**src/hdl/mpd_pkg.sv**
```systemverilog
// ----------------------------------------------------------------------------
// mpd_pkg
// Types and codes shared by the MQTT PUBLISH deframer.
// ----------------------------------------------------------------------------
package mpd_pkg;

    localparam int MAX_LENGTH_BYTES_DEF = 4;
    localparam int LEN_IDX_W            = 2;
    localparam int TOPIC_LEN_W          = 16;
    localparam int TDATA_IN_W           = 8;
    localparam int TDATA_OUT_W          = 32;

    localparam logic [7:0] HDR_QOS0  = 8'h30;
    localparam logic [7:0] HDR_QOS1  = 8'h32;
    localparam logic [7:0] HDR_QOS2  = 8'h34;

    typedef enum logic [2:0] {
        PH_IDLE    = 3'd0,
        PH_LEN     = 3'd1,
        PH_TLEN_HI = 3'd2,
        PH_TLEN_LO = 3'd3,
        PH_TOPIC   = 3'd4,
        PH_PKTID   = 3'd5,
        PH_PAYLOAD = 3'd6
    } t_phase;

    typedef enum logic [1:0] {
        KIND_OTHER   = 2'd0,
        KIND_TOPIC   = 2'd1,
        KIND_PAYLOAD = 2'd2,
        KIND_ERROR   = 2'd3
    } t_kind;

    typedef enum logic [1:0] {
        ERR_NONE        = 2'd0,
        ERR_NOT_PUBLISH = 2'd1,
        ERR_LEN_LONG    = 2'd2,
        ERR_LEN_BAD     = 2'd3
    } t_err;

endpackage

```
**src/hdl/mqtt_publish_deframer.sv**
```systemverilog
// ----------------------------------------------------------------------------
// mqtt_publish_deframer
// Parses MQTT PUBLISH packets a byte at a time and tags each byte.
// Each byte passes the input register and then the result register.
// Throughput: one item per cycle when m_axis_tready allows; the per-byte parse
// is a single pass between the input register and the result register.
// Reset (synchronous, active low) clears the parse state and both valid flags.
// ----------------------------------------------------------------------------
module mqtt_publish_deframer
    import mpd_pkg::*;
#(
    parameter int MAX_LENGTH_BYTES = MAX_LENGTH_BYTES_DEF
) (
    input  logic                   i_clk,
    input  logic                   i_rst_n,
    input  logic                   s_axis_tvalid,
    output logic                   s_axis_tready,
    input  logic [TDATA_IN_W-1:0]  s_axis_tdata,   // [7:0] data_byte
    input  logic                   s_axis_tuser,   // [0] packet_start
    output logic                   m_axis_tvalid,
    input  logic                   m_axis_tready,
    // [7:0] out_byte, [23:8] topic_length, [24] qos_nonzero,
    // [26:25] error_code, [31:27] zero
    output logic [TDATA_OUT_W-1:0] m_axis_tdata,
    output logic [1:0]             m_axis_tuser,   // [1:0] byte_kind
    output logic                   m_axis_tlast    // packet_last
);

    localparam int RC_W  = 7 * MAX_LENGTH_BYTES;
    localparam int CMP_W = (RC_W > TOPIC_LEN_W + 1) ? RC_W : TOPIC_LEN_W + 1;

    // input stage
    logic                   r_in_valid;
    logic [7:0]             r_in_byte;
    logic                   r_in_start;

    // parse state
    t_phase                 r_phase,  n_phase;
    logic [RC_W-1:0]        r_rc,     n_rc;
    logic [LEN_IDX_W-1:0]   r_idx,    n_idx;
    logic [TOPIC_LEN_W-1:0] r_tlen,   n_tlen;
    logic [TOPIC_LEN_W-1:0] r_fc,     n_fc;
    logic                   r_qos,    n_qos;

    // result stage
    logic                   r_out_valid;
    t_kind                  r_out_kind, n_kind;
    logic [7:0]             r_out_byte;
    logic [TOPIC_LEN_W-1:0] r_out_tlen;
    logic                   r_out_qos;
    t_err                   r_out_err, n_err;
    logic                   r_out_last, n_last;

    logic                   adv;
    logic [RC_W-1:0]        rc_dec;
    logic [TOPIC_LEN_W-1:0] fc_dec;
    logic [CMP_W-1:0]       tlen_need;

    assign adv           = r_in_valid && (!r_out_valid || m_axis_tready);
    assign s_axis_tready = !r_in_valid || adv;

    assign rc_dec = (r_rc != '0) ? r_rc - RC_W'(1) : r_rc;
    assign fc_dec = (r_fc != '0) ? r_fc - TOPIC_LEN_W'(1) : r_fc;

    always_comb begin
        logic hdr_ok;
        hdr_ok    = (r_in_byte == HDR_QOS0) || (r_in_byte == HDR_QOS1) ||
                    (r_in_byte == HDR_QOS2);
        n_phase   = r_phase;
        n_rc      = r_rc;
        n_idx     = r_idx;
        n_tlen    = r_tlen;
        n_fc      = r_fc;
        n_qos     = r_qos;
        n_kind    = KIND_OTHER;
        n_err     = ERR_NONE;
        n_last    = 1'b0;
        tlen_need = CMP_W'({r_tlen[TOPIC_LEN_W-1:8], r_in_byte}) +
                    CMP_W'({r_qos, 1'b0});

        if (r_in_start) begin
            n_rc   = '0;
            n_idx  = '0;
            n_tlen = '0;
            n_fc   = '0;
            if (hdr_ok) begin
                n_qos   = (r_in_byte != HDR_QOS0);
                n_phase = PH_LEN;
            end else begin
                n_qos = 1'b0;
                n_err = ERR_NOT_PUBLISH;
            end
        end else begin
            case (r_phase)
                PH_LEN: begin
                    for (int k = 0; k < MAX_LENGTH_BYTES; k++) begin
                        if (r_idx == LEN_IDX_W'(k))
                            n_rc[7*k +: 7] = r_rc[7*k +: 7] | r_in_byte[6:0];
                    end
                    if (r_in_byte[7]) begin
                        if ({1'b0, r_idx} + 3'd1 >= 3'(MAX_LENGTH_BYTES))
                            n_err = ERR_LEN_LONG;
                        else
                            n_idx = r_idx + LEN_IDX_W'(1);
                    end else begin
                        // 2 bytes of topic length, plus packet id with QoS
                        if (n_rc < RC_W'({r_qos, !r_qos, 1'b0}))
                            n_err = ERR_LEN_BAD;
                        else
                            n_phase = PH_TLEN_HI;
                    end
                end
                PH_TLEN_HI: begin
                    n_tlen  = {r_in_byte, 8'h00};
                    n_rc    = rc_dec;
                    n_phase = PH_TLEN_LO;
                end
                PH_TLEN_LO: begin
                    n_tlen = {r_tlen[TOPIC_LEN_W-1:8], r_in_byte};
                    n_rc   = rc_dec;
                    if (tlen_need > CMP_W'(rc_dec)) begin
                        n_err = ERR_LEN_BAD;
                    end else if (n_tlen != '0) begin
                        n_phase = PH_TOPIC;
                        n_fc    = n_tlen;
                    end else if (r_qos) begin
                        n_phase = PH_PKTID;
                        n_fc    = TOPIC_LEN_W'(2);
                    end else if (rc_dec != '0) begin
                        n_phase = PH_PAYLOAD;
                    end else begin
                        n_phase = PH_IDLE;
                        n_last  = 1'b1;
                    end
                end
                PH_TOPIC: begin
                    n_kind = KIND_TOPIC;
                    n_rc   = rc_dec;
                    n_fc   = fc_dec;
                    if (fc_dec == '0) begin
                        if (r_qos) begin
                            n_phase = PH_PKTID;
                            n_fc    = TOPIC_LEN_W'(2);
                        end else if (rc_dec != '0) begin
                            n_phase = PH_PAYLOAD;
                        end else begin
                            n_phase = PH_IDLE;
                            n_last  = 1'b1;
                        end
                    end
                end
                PH_PKTID: begin
                    n_rc = rc_dec;
                    n_fc = fc_dec;
                    if (fc_dec == '0) begin
                        if (rc_dec != '0) begin
                            n_phase = PH_PAYLOAD;
                        end else begin
                            n_phase = PH_IDLE;
                            n_last  = 1'b1;
                        end
                    end
                end
                PH_PAYLOAD: begin
                    n_kind = KIND_PAYLOAD;
                    n_rc   = rc_dec;
                    if (rc_dec == '0) begin
                        n_phase = PH_IDLE;
                        n_last  = 1'b1;
                    end
                end
                default: begin
                    n_phase = PH_IDLE;
                end
            endcase
        end

        if (n_err != ERR_NONE) begin
            n_kind  = KIND_ERROR;
            n_last  = 1'b1;
            n_phase = PH_IDLE;
        end
    end

    always_ff @(posedge i_clk) begin
        if (!i_rst_n) begin
            r_in_valid  <= 1'b0;
            r_out_valid <= 1'b0;
            r_phase     <= PH_IDLE;
            r_rc        <= '0;
            r_idx       <= '0;
            r_tlen      <= '0;
            r_fc        <= '0;
            r_qos       <= 1'b0;
        end else begin
            if (s_axis_tready)
                r_in_valid <= s_axis_tvalid;
            if (!r_out_valid || m_axis_tready)
                r_out_valid <= r_in_valid;
            if (adv) begin
                r_phase <= n_phase;
                r_rc    <= n_rc;
                r_idx   <= n_idx;
                r_tlen  <= n_tlen;
                r_fc    <= n_fc;
                r_qos   <= n_qos;
            end
        end
    end

    always_ff @(posedge i_clk) begin
        if (s_axis_tvalid && s_axis_tready) begin
            r_in_byte  <= s_axis_tdata;
            r_in_start <= s_axis_tuser;
        end
        if (adv) begin
            r_out_kind <= n_kind;
            r_out_byte <= r_in_byte;
            r_out_tlen <= n_tlen;
            r_out_qos  <= n_qos;
            r_out_err  <= n_err;
            r_out_last <= n_last;
        end
    end

    assign m_axis_tvalid = r_out_valid;
    assign m_axis_tdata  = {5'b0, r_out_err, r_out_qos, r_out_tlen, r_out_byte};
    assign m_axis_tuser  = r_out_kind;
    assign m_axis_tlast  = r_out_last;

    // an error always closes the packet
    a_err_kind: assert property (@(posedge i_clk) disable iff (!i_rst_n)
        r_out_valid && (r_out_err != ERR_NONE) |->
            (r_out_kind == KIND_ERROR) && r_out_last)
        else $error("error result without error kind or last");

    // a held input item stays put until the result stage takes it
    a_in_hold: assert property (@(posedge i_clk) disable iff (!i_rst_n)
        r_in_valid && !adv |=> r_in_valid && $stable(r_in_byte) && $stable(r_in_start))
        else $error("input stage lost a stalled item");

    // the topic phase always has bytes left to count
    a_topic_cnt: assert property (@(posedge i_clk) disable iff (!i_rst_n)
        (r_phase == PH_TOPIC) |-> (r_fc != '0))
        else $error("topic phase with zero byte count");

    // topic length stays clear until the length field is read
    a_tlen_clr: assert property (@(posedge i_clk) disable iff (!i_rst_n)
        (r_phase == PH_LEN) |-> (r_tlen == '0))
        else $error("topic length set during remaining length decode");

endmodule
```
**config.mk**
```make
export PLATFORM = sky130hd
export DESIGN_NAME = mqtt_publish_deframer
export DESIGN_NICKNAME = d
export VERILOG_FILES = /design/src/hdl/mpd_pkg.sv /design/src/hdl/mqtt_publish_deframer.sv
export SDC_FILE = /design/constraint.sdc
export NUM_CORES = 1
export LEC_CHECK = 0
export BUFFER_PORTS_ARGS = -buffer_cell sky130_fd_sc_hd__buf_2
export CAP_MARGIN = 5
export CORE_UTILIZATION = 50
export DETAILED_ROUTE_END_ITERATION = 16
export GPL_TIMING_DRIVEN = 0
export PLACE_DENSITY = 0.68
export SKIP_LAST_GASP = 1
export SYNTH_ARGS = -nofsm -noshare
export SYNTH_HDL_FRONTEND = slang
export SYNTH_SLANG_ARGS = --single-unit
```
**constraint.sdc**
```tcl
create_clock -name i_clk -period 5.3 [get_ports i_clk]
set_clock_uncertainty 0.05 [all_clocks]
set_input_delay 1.06 -clock i_clk [delete_from_list [all_inputs] [get_ports i_clk]]
set_output_delay 1.06 -clock i_clk [all_outputs]
set_load 0.01 [all_outputs]
```
==> results <==
- Measured against its own limit, the worst slew margin works out to between 15 and 20%.
- The required time at the endpoint of the critical path is 5.35 ns.
- The number of stages on the worst hold path is 0.
- The worst setup path is captured at a flop.
- The critical path arrival is 5.05 ns.
- The via density per instance is ~6.6.
- Setup repair after global routing left no endpoint under its margin.
- The number of antenna violations at the first check in global routing is 0.
- The final design area excluding fillers is 8419 µm².
- The transition time at the pin with the least slew margin is 1.224 ns.
- TritonCTS built the clock tree.
- The post-route netlist has around a tenth of its cells at a drive strength greater than 1.
- The global-route wire length before repair is a little under 40000 µm.
- For this design the ratio of total power to cell area is 234.2 nW/µm².
- The diode insertion count for antenna repair is 0.
- For this run, the post-layout net count is 1028.
- The shortest period the worst path allows is 4.997 ns.
- Of all nets on the critical path, the largest fanout is 10.
- Detailed routing inserted a total of 7730 vias.
- The buffer levels on the longest clock path is 2.
- Synthesis produced 925 cells.
- The post-synthesis sequential area ratio is 33.44%.
- The post-placement setup slack is -0.3509 ns.
- After synthesis the cells add up to 7572 µm².
- The sum of overflow across all layers after global routing is 0.
- The number of global-route vias before repair came to slightly below 7000.
- The Yosys warning count is 0.
- In this run the horizontal extent of the chip is 125.1 µm.
- After clock tree synthesis, the clock-pin slew on the worst setup and hold paths is 0.09 ns.
- The number of max-slew violations in the final report is 0.
- The top cell type by total area after synthesis is sky130_fd_sc_hd__dfxtp_1.
- The final number of hold-violating endpoints is 0.
- The setup path with the least slack is of type flop to flop.
- The startpoint of the lowest-slack register-to-register path is r_rc[14]$_SDFFE_PN0P_.
- The critical path starts at r_rc[14]$_SDFFE_PN0P_.
- CTS built an H-tree with a depth of 3.
- The post-route DRC violation count is 0.
- CTS placed an instance of sky130_fd_sc_hd__clkbuf_16 at the clock tree root.
- In this run the biggest area consumer among cell types represents 17.98% of the synthesized area.
- The worst setup path is launched from a flop.
- Yosys mapped a number of flops with a built-in enable equal to 39.
- 50 I/O pins were placed.
- Setup violations remaining at the end of the flow were counted as 0.
- The predominant post-synthesis flop cell is sky130_fd_sc_hd__dfxtp_1.
- The average instance in the mapped netlist occupies between 8 and 9 µm².
- The startpoint identified for the worst hold timing path is r_in_byte[3]$_DFFE_PP_.
- The number of filler cells placed in the layout is between 1000 and 1500.
- Yosys mapped the design onto 75 distinct sky130hd cell types.
- Setup slack on the critical path of the routed design comes to 0.3033 ns.
- The standard cell core area is 14640 µm².
- The terminus of the critical flop-to-flop path is m_axis_tuser[0]$_SDFFCE_PP1P_.
- The detailed-route wire length is around 25000 µm.
- The type of the tightest min-delay check is flop to flop.
- The per-cell routed wire length is 21.26 µm.
- The die outline area is between 15000 and 20000 µm².
- The top cell types in the final layout, fill and taps aside, are sky130_fd_sc_hd__nand2_1, sky130_fd_sc_hd__dfxtp_1, sky130_fd_sc_hd__clkbuf_1.
- The proportion of synthesized flip-flops having asynchronous set or reset is 0%.
- The initial core utilization is 51.71%.
- The initialized floorplan defines 44 standard-cell rows.
- The reported max-cap violation count is 0.
- Ranked by total cell area, the synthesized netlist is headed by sky130_fd_sc_hd__dfxtp_1, sky130_fd_sc_hd__edfxtp_1, sky130_fd_sc_hd__nand2_1.
- The post-route fraction of the period consumed by the critical path is 94.28%.
- Buffers inserted to repair hold after CTS numbered 0.
- The first-pass iteration count of the detailed router is 8.
- The floorplan step set the die height to 125.1 µm.
- The number of buffers inserted by port buffering is 43.
- For this run, the total global-route usage over all layers was measured as 31.81%.
- The final hold slack is approximately 0.4 ns.
- The number of CTS-inserted buffers is 9.
- The library cell used most frequently in the layout, excluding fill and tap cells, is sky130_fd_sc_hd__nand2_1.
- The count of state elements after synthesis is about 110.
- The maximum clock frequency is 200.1 MHz.
- The weighted congestion at the end of routability-driven global placement is 1.002.
- The run finished with clean final reports.
- The number of clock sinks is approximately 110.
- Once detailed placement completed, the half-perimeter wirelength came to 17810 µm.
- The first-iteration detailed-routing DRC count is 1021.
- The placed instances occupy a cell area of 8034 µm².
- The layout overhead on the synthesized area is 11.19%.
- The largest voltage drop on the vdd net is 0.1489 mV.
- The clock network latency to the later pin of the worst-skew pair is 0.38 ns.
- For the worst flop-to-flop path, the logic depth is 19.
- The register-to-register setup slack is about 0.30 ns.
- The total leakage power is 3.100 nW.
- For hold timing, the worst endpoint is r_out_byte[3]$_DFFE_PP_.
- The largest net degree at the start of global routing is 40.
- The number of nets with antenna violations after routing is 0.
synthesized netlist by cell type, types with 9 or more instances:
library cell and instances:
sky130_fd_sc_hd__nand3_1 35, sky130_fd_sc_hd__dfxtp_1 68, sky130_fd_sc_hd__a21oi_1 45, sky130_fd_sc_hd__xnor2_1 24, sky130_fd_sc_hd__edfxtp_1 39, sky130_fd_sc_hd__xor2_1 20, sky130_fd_sc_hd__nor2b_1 24, sky130_fd_sc_hd__o21ai_0 35
sky130_fd_sc_hd__mux2i_1 17, sky130_fd_sc_hd__nand2b_1 9, sky130_fd_sc_hd__a22oi_1 14, sky130_fd_sc_hd__o211ai_1 10, sky130_fd_sc_hd__nor2_1 64, sky130_fd_sc_hd__a211oi_1 15, sky130_fd_sc_hd__nand2_1 105, sky130_fd_sc_hd__and3_1 11
sky130_fd_sc_hd__ha_1 28, sky130_fd_sc_hd__or3_1 9, sky130_fd_sc_hd__nand4_1 22, sky130_fd_sc_hd__inv_1 18, sky130_fd_sc_hd__nor4_1 19, sky130_fd_sc_hd__o31ai_1 9, sky130_fd_sc_hd__a22o_1 13, sky130_fd_sc_hd__clkbuf_1 65
sky130_fd_sc_hd__a31oi_1 13, sky130_fd_sc_hd__nor3_1 33, sky130_fd_sc_hd__o21a_1 10, sky130_fd_sc_hd__a21boi_0 27
critical path: stages, from the launching register on:
cell and delay [ns]:
sky130_fd_sc_hd__dfxtp_1 0.31, sky130_fd_sc_hd__clkbuf_1 0.21, sky130_fd_sc_hd__or4_1 0.66, sky130_fd_sc_hd__nor4_2 0.38
sky130_fd_sc_hd__clkbuf_4 0.29, sky130_fd_sc_hd__nand2_1 0.17, sky130_fd_sc_hd__nor2_4 0.27, sky130_fd_sc_hd__or3_1 0.16
sky130_fd_sc_hd__xor2_1 0.25, sky130_fd_sc_hd__ha_1 0.30, sky130_fd_sc_hd__a211oi_1 0.21, sky130_fd_sc_hd__o21ai_0 0.11
sky130_fd_sc_hd__o211ai_1 0.12, sky130_fd_sc_hd__a21oi_1 0.10, sky130_fd_sc_hd__nor3_1 0.21, sky130_fd_sc_hd__o31ai_2 0.14
sky130_fd_sc_hd__and4_1 0.21, sky130_fd_sc_hd__buf_6 0.15, sky130_fd_sc_hd__nor3_1 0.27, sky130_fd_sc_hd__o31ai_1 0.14
stage by stage:
step                instances  setup TNS [ns]  power (mW)  util (%)
floorplan                 929               0       1.149         -
global placement         1156          -5.408       1.260     54.85
detailed placement       1156          -4.241       1.258     54.86
CTS                      1172               0       1.963     57.11
global route             1176               0       2.044     57.49
finish                   1176               0       1.972     57.49
logic make-up after synthesis:
group / count (synthesis) / share of synthesized area, %
AO/OA/AOI/OAI: 256 / 23.83
XOR/XNOR: 45 / 5.387
adder cells (fa/ha/maj): 28 / 4.627
buffers and inverters: 99 / 5.420
flip-flops: 107 / 33.44
multiplexers: 19 / 2.545
other: 1 / 0.04952
AND/OR/NAND/NOR: 370 / 24.70
worst max-delay path by stage:
stage                                               end  slack, ns  cells past startpoint
after CTS                 m_axis_tuser[0]$_SDFFCE_PP1P_       0.03                     19
after global routing      m_axis_tuser[0]$_SDFFCE_PP1P_     0.0009                     19
after floorplan                    r_fc[5]$_SDFFE_PN0P_       0.86                     19
after detailed placement          r_fc[12]$_SDFFE_PN0P_      -0.35                     18
final                     m_axis_tuser[0]$_SDFFCE_PP1P_       0.30                     19
after global placement            r_fc[13]$_SDFFE_PN0P_      -0.38                     18
final cells by class:
type,instances,area (µm²),share of cell area [%]
clock inverters,7,91.34,1.085
repair buffers,47,245.2,2.913
inverters,18,67.56,0.8025
clock buffers,9,225.2,2.675
flip-flops and latches,107,2532,30.08
plain buffers,81,347.8,4.131
well taps,184,230.2,2.734
multi-input cells,723,4679,55.58
power by group:
part           switching, mW  internal, mW  leakage [nW]  total, mW
combinational          0.255         0.130          2.02      0.385
clock                  0.367         0.342         0.152      0.709
sequential           0.00974         0.868         0.927      0.878
flip-flops by register name, summed over array words and instances, names as in the netlist, 2 cells and up:
signal	cells
r_rc	28
r_fc	16
r_out_tlen	16
r_tlen	16
r_in_byte	8
r_out_byte	8
r_phase	3
m_axis_tuser	2
r_idx	2
r_out_err	2
layer usage:
layer  vias to the layer above  GRT usage, %  wire length, µm
li1                       3568             -                -
met4                         0         14.49              837
met3                        66         5.691             2617
met1                      3630         45.98            10980
met2                       466         45.94            10570
met5                         -             0                0
repair_timing:
item / CTS / global route
resized for setup: 3 / 8
endpoints found under the setup margin: 24 / 22
hold endpoints to repair: 0 / 0
pin swaps: 1 / 2
setup buffers: 0 / 4
Power figures use the tool's default switching activity.
